$ cat src/hdl/uusa_pkg.sv
package uusa_pkg;

  localparam int FIELD_WIDTH  = 32;
  localparam int TAXA_WIDTH   = 24;
  localparam int WEIGHT_WIDTH = 32;
  localparam int SKIP_WIDTH   = 16;

  typedef enum logic [1:0] {
    CLS_NONE,
    CLS_UNIQUE,
    CLS_SHARED,
    CLS_ROOT
  } split_cls_t;

  typedef struct packed {
    logic       skip;
    split_cls_t cls;
  } split_class_t;

endpackage

$ cat src/hdl/uusa_classify.sv
module uusa_classify
  import uusa_pkg::*;
#(
  parameter int COUNT_WIDTH = 32
) (
  input  logic [COUNT_WIDTH-1:0] left_a,
  input  logic [COUNT_WIDTH-1:0] tot_a,
  input  logic [COUNT_WIDTH-1:0] left_b,
  input  logic [COUNT_WIDTH-1:0] tot_b,
  input  logic [COUNT_WIDTH-1:0] left_o,
  input  logic [COUNT_WIDTH-1:0] tot_o,
  input  logic [TAXA_WIDTH-1:0]  taxa_l,
  input  logic [TAXA_WIDTH-1:0]  taxa_r,
  output split_class_t           result
);

  localparam int SW = COUNT_WIDTH + 2;
  localparam int TW = (COUNT_WIDTH > TAXA_WIDTH) ? COUNT_WIDTH : TAXA_WIDTH;

  logic signed [SW-1:0] ra;
  logic signed [SW-1:0] rb;
  logic signed [SW-1:0] ro;
  logic signed [SW-1:0] rsum;
  logic                 ra_pos, rb_pos, ro_pos, ra_zero, rb_zero;
  logic                 la_pos, lb_pos, lo_pos;
  logic                 ing_l, ing_r;

  assign ra   = $signed({2'b00, tot_a}) - $signed({2'b00, left_a});
  assign rb   = $signed({2'b00, tot_b}) - $signed({2'b00, left_b});
  assign ro   = $signed({2'b00, tot_o}) - $signed({2'b00, left_o});
  assign rsum = ra + rb;

  assign ra_pos  = !ra[SW-1] && (ra != '0);
  assign rb_pos  = !rb[SW-1] && (rb != '0);
  assign ro_pos  = !ro[SW-1] && (ro != '0);
  assign ra_zero = (ra == '0);
  assign rb_zero = (rb == '0);
  assign la_pos  = (left_a != '0);
  assign lb_pos  = (left_b != '0);
  assign lo_pos  = (left_o != '0);

  // ingroup taxa on the outgroup side must be positive
  assign ing_l = TW'(taxa_l) > TW'(left_o);
  assign ing_r = TW'(taxa_r) > TW'(ro[COUNT_WIDTH-1:0]);

  always_comb begin
    result.skip = 1'b0;
    result.cls  = CLS_NONE;
    if (lo_pos && ro_pos) begin
      result.skip = 1'b1;
    end else if (lo_pos) begin
      if ((ra_pos && rb_zero) || (ra_zero && rb_pos)) begin
        result.cls = CLS_UNIQUE;
      end else if (ra_pos && rb_pos && (la_pos || lb_pos)) begin
        result.cls = CLS_SHARED;
      end else if (!la_pos && !lb_pos && ing_l) begin
        result.cls = CLS_ROOT;
      end
    end else if (ro_pos) begin
      if ((la_pos && !lb_pos) || (!la_pos && lb_pos)) begin
        result.cls = CLS_UNIQUE;
      end else if (la_pos && lb_pos && !rsum[SW-1] && (rsum != '0)) begin
        result.cls = CLS_SHARED;
      end else if (ra_zero && rb_zero && ing_r) begin
        result.cls = CLS_ROOT;
      end
    end
  end

endmodule

$ cat src/hdl/unweighted_unifrac_split_accumulator_core.sv
// Unweighted UniFrac accumulator for one sample pair. Each accepted split is
// classified against the outgroup side and its Q16.16 weight is added to the
// unique, shared or root sum (saturating); splits with outgroup on both sides
// are counted. A split passes through the capture, classify and accumulate
// steps. A split marked last additionally forms the denominator and runs a
// restoring fraction divide, skipped when the denominator is zero, after
// which one request with distance = floor(unique*2^FRAC_BITS/den) is
// posted and all sums clear. Accumulation, the denominator and the divide
// go through one shared add/subtract unit, one operation per cycle. A
// posted result may wait in the output register while the next split is taken
// in. No clearing pass is needed after reset.
module unweighted_unifrac_split_accumulator_core
  import uusa_pkg::*;
#(
  parameter int COUNT_WIDTH = 32,
  parameter int ACC_WIDTH   = 48,
  parameter int FRAC_BITS   = 16
) (
  input  logic                    clk,
  input  logic                    rst_n,
  input  logic                    in_valid,
  output logic                    in_stall,
  input  logic [FIELD_WIDTH-1:0]  in_left_count_a,
  input  logic [FIELD_WIDTH-1:0]  in_total_a,
  input  logic [FIELD_WIDTH-1:0]  in_left_count_b,
  input  logic [FIELD_WIDTH-1:0]  in_total_b,
  input  logic [FIELD_WIDTH-1:0]  in_left_count_out,
  input  logic [FIELD_WIDTH-1:0]  in_total_out,
  input  logic [TAXA_WIDTH-1:0]   in_taxa_left,
  input  logic [TAXA_WIDTH-1:0]   in_taxa_right,
  input  logic [WEIGHT_WIDTH-1:0] in_split_weight,
  input  logic                    in_last_split,
  output logic                    out_valid,
  input  logic                    out_stall,
  output logic [FRAC_BITS:0]      out_distance,
  output logic                    out_undefined,
  output logic [SKIP_WIDTH-1:0]   out_skipped_splits
);

  localparam int DENW = (ACC_WIDTH + 2 > 64) ? 64 : ACC_WIDTH + 2;
  localparam int CNTW = $clog2(FRAC_BITS);

  typedef enum logic [3:0] {
    S_IDLE,
    S_CLS,
    S_ACC,
    S_DEN1,
    S_DEN2,
    S_QINIT,
    S_ROOM,
    S_STEP,
    S_DONE
  } state_t;

  state_t                  state_r;
  logic [COUNT_WIDTH-1:0]  la_r, ta_r, lb_r, tb_r, lo_r, to_r;
  logic [TAXA_WIDTH-1:0]   xl_r, xr_r;
  logic [WEIGHT_WIDTH-1:0] weight_r;
  logic                    last_r;
  split_cls_t              cls_r;
  split_class_t            cls_nxt;
  logic [ACC_WIDTH-1:0]    unique_r, shared_r, root_r;
  logic [SKIP_WIDTH-1:0]   skip_r;
  logic [DENW-1:0]         den_r, rem_r, room_r;
  logic [FRAC_BITS:0]      q_r;
  logic                    undef_r;
  logic [CNTW-1:0]         cnt_r;
  logic                    out_valid_r;
  logic [FRAC_BITS:0]      out_distance_r;
  logic                    out_undefined_r;
  logic [SKIP_WIDTH-1:0]   out_skip_r;

  logic [DENW-1:0]         alu_a, alu_b;
  logic                    alu_sub;
  logic [DENW:0]           alu_res;
  logic [ACC_WIDTH-1:0]    acc_sat;
  logic [DENW-1:0]         den_sat;
  logic                    in_accept, out_free;

  uusa_classify #(
    .COUNT_WIDTH(COUNT_WIDTH)
  ) u_classify (
    .left_a (la_r),
    .tot_a  (ta_r),
    .left_b (lb_r),
    .tot_b  (tb_r),
    .left_o (lo_r),
    .tot_o  (to_r),
    .taxa_l (xl_r),
    .taxa_r (xr_r),
    .result (cls_nxt)
  );

  // shared add/subtract unit; for subtract, top bit set means a >= b
  always_comb begin
    alu_a   = '0;
    alu_b   = '0;
    alu_sub = 1'b0;
    unique case (state_r)
      S_ACC: begin
        case (cls_r)
          CLS_SHARED: alu_a = DENW'(shared_r);
          CLS_ROOT:   alu_a = DENW'(root_r);
          default:    alu_a = DENW'(unique_r);
        endcase
        alu_b = DENW'(weight_r);
      end
      S_DEN1: begin
        alu_a = DENW'(unique_r);
        alu_b = DENW'(shared_r);
      end
      S_DEN2: begin
        alu_a = den_r;
        alu_b = DENW'(root_r);
      end
      S_QINIT: begin
        alu_a   = DENW'(unique_r);
        alu_b   = den_r;
        alu_sub = 1'b1;
      end
      S_ROOM: begin
        alu_a   = den_r;
        alu_b   = rem_r;
        alu_sub = 1'b1;
      end
      S_STEP: begin
        alu_a   = rem_r;
        alu_b   = room_r;
        alu_sub = 1'b1;
      end
      default: begin
        alu_a = '0;
      end
    endcase
  end

  assign alu_res = {1'b0, alu_a} + {1'b0, (alu_sub ? ~alu_b : alu_b)} + (DENW + 1)'(alu_sub);
  assign acc_sat = alu_res[ACC_WIDTH] ? {ACC_WIDTH{1'b1}} : alu_res[ACC_WIDTH-1:0];
  assign den_sat = alu_res[DENW] ? {DENW{1'b1}} : alu_res[DENW-1:0];

  assign in_stall  = (state_r != S_IDLE);
  assign in_accept = in_valid && !in_stall;
  assign out_free  = !out_valid_r || !out_stall;

  always_ff @(posedge clk) begin
    if (!rst_n) begin
      state_r     <= S_IDLE;
      unique_r    <= '0;
      shared_r    <= '0;
      root_r      <= '0;
      skip_r      <= '0;
      out_valid_r <= 1'b0;
    end else begin
      if (out_valid_r && !out_stall && (state_r != S_DONE)) begin
        out_valid_r <= 1'b0;
      end
      unique case (state_r)
        S_IDLE: begin
          if (in_accept) begin
            la_r     <= in_left_count_a[COUNT_WIDTH-1:0];
            ta_r     <= in_total_a[COUNT_WIDTH-1:0];
            lb_r     <= in_left_count_b[COUNT_WIDTH-1:0];
            tb_r     <= in_total_b[COUNT_WIDTH-1:0];
            lo_r     <= in_left_count_out[COUNT_WIDTH-1:0];
            to_r     <= in_total_out[COUNT_WIDTH-1:0];
            xl_r     <= in_taxa_left;
            xr_r     <= in_taxa_right;
            weight_r <= in_split_weight;
            last_r   <= in_last_split;
            state_r  <= S_CLS;
          end
        end
        S_CLS: begin
          cls_r <= cls_nxt.cls;
          if (cls_nxt.skip && (skip_r != {SKIP_WIDTH{1'b1}})) begin
            skip_r <= skip_r + 1'b1;
          end
          state_r <= S_ACC;
        end
        S_ACC: begin
          case (cls_r)
            CLS_UNIQUE: unique_r <= acc_sat;
            CLS_SHARED: shared_r <= acc_sat;
            CLS_ROOT:   root_r   <= acc_sat;
            default:    ;
          endcase
          state_r <= last_r ? S_DEN1 : S_IDLE;
        end
        S_DEN1: begin
          den_r   <= den_sat;
          state_r <= S_DEN2;
        end
        S_DEN2: begin
          den_r   <= den_sat;
          state_r <= S_QINIT;
        end
        S_QINIT: begin
          cnt_r <= '0;
          if (den_r == '0) begin
            undef_r <= 1'b1;
            q_r     <= '0;
            state_r <= S_DONE;
          end else begin
            undef_r <= 1'b0;
            q_r     <= {{FRAC_BITS{1'b0}}, alu_res[DENW]};
            rem_r   <= alu_res[DENW] ? alu_res[DENW-1:0] : DENW'(unique_r);
            state_r <= S_ROOM;
          end
        end
        S_ROOM: begin
          room_r  <= alu_res[DENW-1:0];
          state_r <= S_STEP;
        end
        S_STEP: begin
          // rem >= den - rem is the same test as 2*rem >= den
          if (alu_res[DENW]) begin
            rem_r <= alu_res[DENW-1:0];
          end else begin
            rem_r <= {rem_r[DENW-2:0], 1'b0};
          end
          q_r   <= {q_r[FRAC_BITS-1:0], alu_res[DENW]};
          cnt_r <= cnt_r + 1'b1;
          if (cnt_r == CNTW'(FRAC_BITS - 1)) begin
            state_r <= S_DONE;
          end else begin
            state_r <= S_ROOM;
          end
        end
        S_DONE: begin
          if (out_free) begin
            out_valid_r     <= 1'b1;
            out_distance_r  <= q_r;
            out_undefined_r <= undef_r;
            out_skip_r      <= skip_r;
            unique_r        <= '0;
            shared_r        <= '0;
            root_r          <= '0;
            skip_r          <= '0;
            state_r         <= S_IDLE;
          end
        end
        default: begin
          state_r <= S_IDLE;
        end
      endcase
    end
  end

  assign out_valid          = out_valid_r;
  assign out_distance       = out_distance_r;
  assign out_undefined      = out_undefined_r;
  assign out_skipped_splits = out_skip_r;

  a_busy_after_accept: assert property (@(posedge clk) disable iff (!rst_n)
    in_accept |=> in_stall)
    else $error("input taken while a split is in work");

  a_undef_zero: assert property (@(posedge clk) disable iff (!rst_n)
    (out_valid && out_undefined) |-> (out_distance == '0))
    else $error("undefined request with nonzero distance");

  a_dist_range: assert property (@(posedge clk) disable iff (!rst_n)
    out_valid |-> (out_distance <= (FRAC_BITS + 1)'(1 << FRAC_BITS)))
    else $error("distance above one");

  a_sums_cleared: assert property (@(posedge clk) disable iff (!rst_n)
    (state_r == S_DONE && out_free) |=>
      (unique_r == '0 && shared_r == '0 && root_r == '0 && skip_r == '0 && out_valid))
    else $error("sums not cleared after request posted");

endmodule

$ cat config.mk
export PLATFORM = sky130hd
export DESIGN_NAME = unweighted_unifrac_split_accumulator_core
export DESIGN_NICKNAME = d
export VERILOG_FILES = /design/src/hdl/uusa_pkg.sv /design/src/hdl/uusa_classify.sv /design/src/hdl/unweighted_unifrac_split_accumulator_core.sv
export SDC_FILE = /design/constraint.sdc
export NUM_CORES = 1
export LEC_CHECK = 0
export BUFFER_PORTS_ARGS = -buffer_cell sky130_fd_sc_hd__clkbuf_2
export CAP_MARGIN = 20
export CORE_UTILIZATION = 61
export DETAILED_ROUTE_END_ITERATION = 7
export PLACE_DENSITY = 0.82
export SYNTH_ARGS = -nofsm -noshare
export SYNTH_HDL_FRONTEND = slang
export SYNTH_SLANG_ARGS = --single-unit
$ cat constraint.sdc
create_clock -name clk -period 17.45 [get_ports clk]
set_input_delay 3.49 -clock clk [delete_from_list [all_inputs] [get_ports clk]]
set_output_delay 3.49 -clock clk [all_outputs]
set_load 0.01 [all_outputs]
---- After elaboration in Yosys (flattened, before gate mapping) ----
Cells that the tools add are included.
cells by class
  add/subtract/negate cells ............... 8
  multiply operators ...................... 0
  div/mod/pow operators ................... 0
  $lt $le $gt $ge ......................... 2
  eq/ne operators ......................... 21
  shift operators ......................... 0
  multiplexer cells ....................... 42
  bitwise gates (word level) .............. 1
  reduce and logical (&&, ||, !) cells .... 66
operators with widths
  operator                                                         count
  48-bit one-hot mux with 2 select lines                           4
  50-bit one-hot mux with 6 select lines                           1
  48-bit two-way mux                                               5
  50-bit two-way mux                                               4
  50-bit one-hot mux with 4 select lines                           1
  34-bit nonzero test                                              4
  50-bit one-hot mux with 2 select lines                           1
  32-bit by 32-bit subtractor with 33-bit output                   3
  32-bit nonzero test                                              3
  34-bit zero test                                                 2
  24-bit by 32-bit > comparator with 1-bit output                  2
  50-bit by 50-bit adder with 51-bit output                        1
  51-bit by 1-bit adder with 51-bit output                         1
  50-bit zero test                                                 1
  50-bit inverter                                                  1
  4-bit one-hot mux with 9 select lines                            1
  34-bit adder                                                     1
  17-bit one-hot mux with 2 select lines                           1
  16-bit two-way mux                                               2
  16-bit one-hot mux with 2 select lines                           1
  1-bit logical AND                                                21
  3-bit AND reduction                                              7
  2-bit two-way mux                                                9
  16-bit by 1-bit adder with 16-bit output, second input constant  1
  22 further kinds                                                 62
storage, ports and cells
  register bits ........................... 646
  bits in latches ......................... 0
  bits in writable memories ............... 0
  memory bits (read-only) ................. 0
  logic and storage cells ................. 166
  memories kept ........................... 0

---- Logic depth before layout (Yosys ltp) ----
  depth in word-level cells ............... 9
  depth in mapped cells ................... 27

---- By module ----
A second synthesis with hierarchy kept.
second synthesis, totals
  cell total of the unflattened synthesis .. 3752
  area total of the unflattened synthesis .. 37697.4 um^2
modules (own cells, without submodules)
  module                                     times used  cells an instance  area an instance (um^2)  seq. area each (um^2)
  unweighted_unifrac_split_accumulator_core  1           2370               28411.0                  17747.0
  uusa_classify                              1           1382               9286.4                   0.0

---- Least setup slack after synthesis ----
OpenSTA, ideal clock, no wires.
  path type ............................... input to register
  start point ............................. in rst_n
  end point ............................... reg la_r[0] (enable)
  library setup time ...................... 911 ps
  arrival time ............................ 15420 ps
  data required time ...................... 16539 ps
  setup slack ............................. 1119 ps
  stages .................................. 4
  path buffers ............................ 2
  path through ............................ clkbuf_1 clkbuf_1 nand2_1 nor2_1
between the ends
  longest elaborated chain between the ends .. 1
RTL lines
  element                        RTL line                                          text
  start: declaration             unweighted_unifrac_split_accumulator_core.sv:20   input logic rst_n,
  3-bit AND reduction (no line)  -
  end signal: assignment         unweighted_unifrac_split_accumulator_core.sv:160  la_r <= in_left_count_a[COUNT_WIDTH-1:0];
  end: declaration               unweighted_unifrac_split_accumulator_core.sv:56   logic [COUNT_WIDTH-1:0] la_r, ta_r, lb_r, tb_r, lo_r, to_r;
No other way between the ends.
A chain may end at the register's enable or synchronous reset.

---- Worst setup path in the final report ----
  start point ............................. reg state_r[1]
  end point ............................... reg den_r[24], data pin
between the ends
  longest elaborated chain between the ends .. 6
RTL lines
  element                                                                                                                  RTL line                                                                                           text
  start: declaration                                                                                                       unweighted_unifrac_split_accumulator_core.sv:55                                                    state_t state_r;
  start signal: assignment                                                                                                 unweighted_unifrac_split_accumulator_core.sv:187                                                   state_r <= last_r ? S_DEN1 : S_IDLE;
  4-bit by 3-bit equality test with 1-bit output / 4-bit by 2-bit equality test with 1-bit output (equally long branches)  unweighted_unifrac_split_accumulator_core.sv:99                                                    unique case (state_r)
  50-bit one-hot mux with 6 select lines / 3-bit OR reduction (equally long branches)                                      -
  50-bit inverter / 1-bit two-way mux (equally long branches)                                                              unweighted_unifrac_split_accumulator_core.sv:137, unweighted_unifrac_split_accumulator_core.sv:99
  50-bit two-way mux                                                                                                       unweighted_unifrac_split_accumulator_core.sv:137                                                   assign alu_res = {1'b0, alu_a} + {1'b0, (alu_sub ? ~alu_b : alu_b)} + (DENW + 1)'(alu_sub);
  50-bit by 50-bit adder with 51-bit output                                                                                unweighted_unifrac_split_accumulator_core.sv:137
  51-bit by 1-bit adder with 51-bit output *                                                                               unweighted_unifrac_split_accumulator_core.sv:137
  end signal: assignment                                                                                                   unweighted_unifrac_split_accumulator_core.sv:190                                                   den_r <= den_sat;
  end signal: assignment                                                                                                   unweighted_unifrac_split_accumulator_core.sv:194                                                   den_r <= den_sat;
  end: declaration                                                                                                         unweighted_unifrac_split_accumulator_core.sv:64                                                    logic [DENW-1:0] den_r, rem_r, room_r;
Mark *: on every way between the ends. The rest lies on a longest branch, timed or not.

==> out/metrics.csv <==
stage,metric,value,unit
die,core_area,61800,µm²
sta,setup_tns,0,ps
worst_setup_path,r2r_cells,20,
grt,track_usage,34.4,%
sta,fin_crit_sh,40.7,%
clock_network,cts_tree,yes,
worst_setup_path,cp_cell_sequence,"buf_4, inv_2, o31a_1, nor2_4, buf_4, a221o_1, ha_1, a21o_1, a21o_1, a21oi_1, o21ai_1, a311o_1, a31oi_1, nand2_1, a31oi_1, o21ai_0, nand2b_1, a31oi_4, buf_4, o21ai_0",
synthesis,synth_top_family_by_area,compound AO/OA/AOI/OAI gates,
clock_network,path_clk_slew,60,ps
worst_setup_path,critical_path.endpoint,den_r[24]$_SDFFCE_PN1P_,
status,failed_checks,DRC,
sta,fmax,141,MHz
synthesis,syn_avg_cell_area,9.93,µm²
synthesis,synth_flop_cell,edfxtp_1,
layout,final_common_cell,edfxtp_1,
die,initial_core_util,61.9,%
layout,regArea,17800,µm²
die,fp.dieW,253,µm
worst_setup_path,arrival,7400,ps
synthesis,yosys-mux-area-fraction,2.79,%
layout,multi_input_area,19200,µm²
worst_setup_path,critical_path.max_stage_delay,780,ps
route,ant_nets,0,
worst_setup_path,cp.depth,20,
synthesis,ys_types,109,
synthesis,synth_seq_cells,646,
clock_network,clkSinkCount,646,
synthesis,synth_nets,4368,
worst_setup_path,startpoint_type,flip-flop,
synthesis,synthArstFlopShare,0,%
die,rows,91,
placed_design,hpwl,76400,µm
die,ios,313,
clock_network,ctsLongestPathBuffers,3,
clock_network,h-tree-depth,3,
clock_network,numCtsBuffers,71,
worst_setup_path,reg2reg_from,state_r[1]$_SDFFE_PN0P_,
grt,grt_first_pass_wirelength,172000,µm
hold_path,hold_class,reg -> reg,
worst_setup_path,crit_family,compound AO/OA/AOI/OAI gates,
clock_network,cts_setup_buffers,0,
layout,layout_common_cells,"481 x edfxtp_1, 348 x nand2_1, 313 x nor2_1, 312 x clkbuf_2, 238 x o21ai_0",
worst_setup_path,cp-end-kind,flip-flop,
die,fp.dieArea,63800,µm²
sta,slew_violations,0,
worst_setup_path,reg2reg_slack,10350,ps
sta,skew,32.1,ps
synthesis,synthXorXnorAreaFrac,4.16,%
worst_setup_path,crit_type,reg -> reg,
grt,grt_antenna_before_repair,17,
worst_setup_path,worst_r2r_endpoint,den_r[24]$_SDFFCE_PN1P_,
worst_setup_path,critPathMostFrequentCell,buf_4,
worst_setup_path,startpoint,state_r[1]$_SDFFE_PN0P_,
route,avgViaCountPerCell,6.51,
sta,slew_headroom,17.4,%
synthesis,yosysWarnings,0,
synthesis,synth_edf_count,481,
synthesis,synth.cell_area,38300,µm²
sta,grt_setup_unrepaired,no,
placed_design,portBuffers,312,
flow_run,drv_cap,0,
synthesis,synth-simple-area-share,15.1,%
route,finalWirelength,112000,µm
sta,tightest_slew,1230,ps
worst_setup_path,crit_buf_inv,4,
die,die_h,253,µm
route,dr.pass1.iters,8,
status,status,finished with violations,
synthesis,synth_cells,3856,
power,ir_worst_vdd,0.0000878,V
clock_network,clock_latency,620,ps
sta,final_hold_viol_count,0,
layout,nNetsFinal,4608,
layout,fill_cells,4653,
placed_design,place.gp.congestion,0.973,
grt,grt_max_degree,97,
worst_setup_path,cp_max_fo,76,
worst_setup_path,crit_slowest_cell,buf_4,
route,dr.first_iter.drc_count,3573,
power,cellPowerDensity,96.0,nW/µm²
clock_network,ctsRootBufferMaster,clkbuf_16,
sta,holdWs,422,ps
layout,syn_to_final_growth,12.5,%
synthesis,ys_seq_area_share,46.3,%
route,vias,32600,
layout,drive_gt1_share,13.2,%
sta,setup_viol,0,
route,drc,4,
synthesis,yosys.area_share.adder,7.78,%
sta,period_needed,7100,ps
clock_network,ctsResizeCount,0,
clock_network,ctsHoldBuffers,0,
route,wire_per_inst,22.4,µm
power,power_leakage,17.5,nW
worst_setup_path,cp.required,17750,ps
synthesis,synth_compound_area_share,20.0,%
grt,grt_pass1_vias,31600,
grt,grt_overflow,0,
[per-layer routing]
| layer | wire [µm] | global-route usage [%] | part of all wire, % |
|---|---|---|---|
| met1 | 42200 | 42.0 | 38 |
| met2 | 54300 | 58.3 | 48 |
| met3 | 9620 | 5.85 | 8.6 |
| met4 | 6030 | 18.3 | 5.4 |
| met5 | 34 | 0 | 0.030 |
[worst min path at each step]
stage | from | to | slack (ps) | depth (start not counted)
floorplan | q_r[16]$_SDFFCE_PN0P_ | out_distance[16]$_DFFE_PP_ | 400 | 0
finish | q_r[16]$_SDFFCE_PN0P_ | out_distance[16]$_DFFE_PP_ | 420 | 0
global route | q_r[16]$_SDFFCE_PN0P_ | out_distance[16]$_DFFE_PP_ | 420 | 0
global placement | q_r[16]$_SDFFCE_PN0P_ | out_distance[16]$_DFFE_PP_ | 410 | 0
CTS | q_r[16]$_SDFFCE_PN0P_ | out_distance[16]$_DFFE_PP_ | 420 | 0
detailed placement | q_r[16]$_SDFFCE_PN0P_ | out_distance[16]$_DFFE_PP_ | 410 | 0
[power breakdown]
part / internal (mW) / switching [mW] / total, mW
Clock: 0.928 / 0.626 / 1.55
Combinational: 0.327 / 0.529 / 0.856
Sequential: 1.70 / 0.0250 / 1.72
Total: 2.95 / 1.18 / 4.13
[logic make-up (layout without fill, tap and decap cells)]
group,after synthesis,in the layout
compound gates,1115,1115
simple gates,1193,1193
other cells,0,16
fa+ha+maj,235,235
xor+xnor,181,181
flops,646,646
buf+inv,380,675
mux,106,106
[cell usage after synthesis, types with 16 or more instances]
library cell / n / share of area (%)
nor2b_1: 28 / 0.46
nor3_1: 57 / 0.74
a221oi_1: 35 / 0.80
nand4_1: 48 / 0.78
inv_1: 192 / 1.9
a21oi_1: 232 / 3.0
a22o_1: 33 / 0.75
nor2_1: 325 / 3.2
a22oi_1: 23 / 0.45
nand3_1: 90 / 1.2
clkbuf_1: 146 / 1.4
a2bb2oi_1: 73 / 1.7
ha_1: 230 / 7.5
or3_1: 25 / 0.41
a211oi_1: 25 / 0.49
and2_1: 34 / 0.56
mux2i_1: 101 / 2.6
buf_1: 19 / 0.19
buf_2: 18 / 0.24
nand2_1: 349 / 3.4
o21a_1: 33 / 0.65
a221o_1: 49 / 1.3
nor4_1: 56 / 0.91
a21o_1: 95 / 1.9
o21ai_0: 238 / 3.1
o211ai_1: 19 / 0.37
edfxtp_1: 481 / 38
xnor2_1: 121 / 2.8
a31oi_1: 61 / 1.0
o21bai_1: 28 / 0.55
dfxtp_1: 165 / 8.6
and3_1: 26 / 0.42
a222oi_1: 16 / 0.42
nand2b_1: 70 / 1.1
xor2_1: 59 / 1.3
[state kept, by name (all words and copies together) (netlist names), 17 cells and up]
name and flops:
to_r 32, ta_r 32, lb_r 32, q_r 17
shared_r 48, out_distance 17, la_r 32, lo_r 32
xl_r 24, unique_r 48, xr_r 24, weight_r 32
rem_r 50, tb_r 32, room_r 50, den_r 50
root_r 48
[metrics by stage]
stage / instance area (µm²) / instances / total power, mW / worst slack [ps] / util [%]
5_1_grt: 43100 / 5004 / 4.28 / 10070 / 69.7
3_5_place_dp: 40600 / 4858 / 2.58 / 10290 / 65.7
6_report: 43100 / 5004 / 4.13 / 10350 / 69.7
2_1_floorplan: 38300 / 3856 / 2.38 / 1120 / -
3_3_place_gp: 40600 / 4858 / 2.57 / 10450 / 65.7
4_1_cts: 43000 / 4986 / 4.12 / 10250 / 69.5
[area by class of cell]
type	instances	share of cell area (%)
Clock buffer	94	4.64
Sequential cell	646	41.2
Timing Repair Buffer	353	4.42
Tap cell	837	2.43
Inverter	194	1.70
Antenna cell	16	0.0930
Clock inverter	34	0.924
Multi-Input combinational cell	2830	44.6
(Power assumes the default switching activity.)
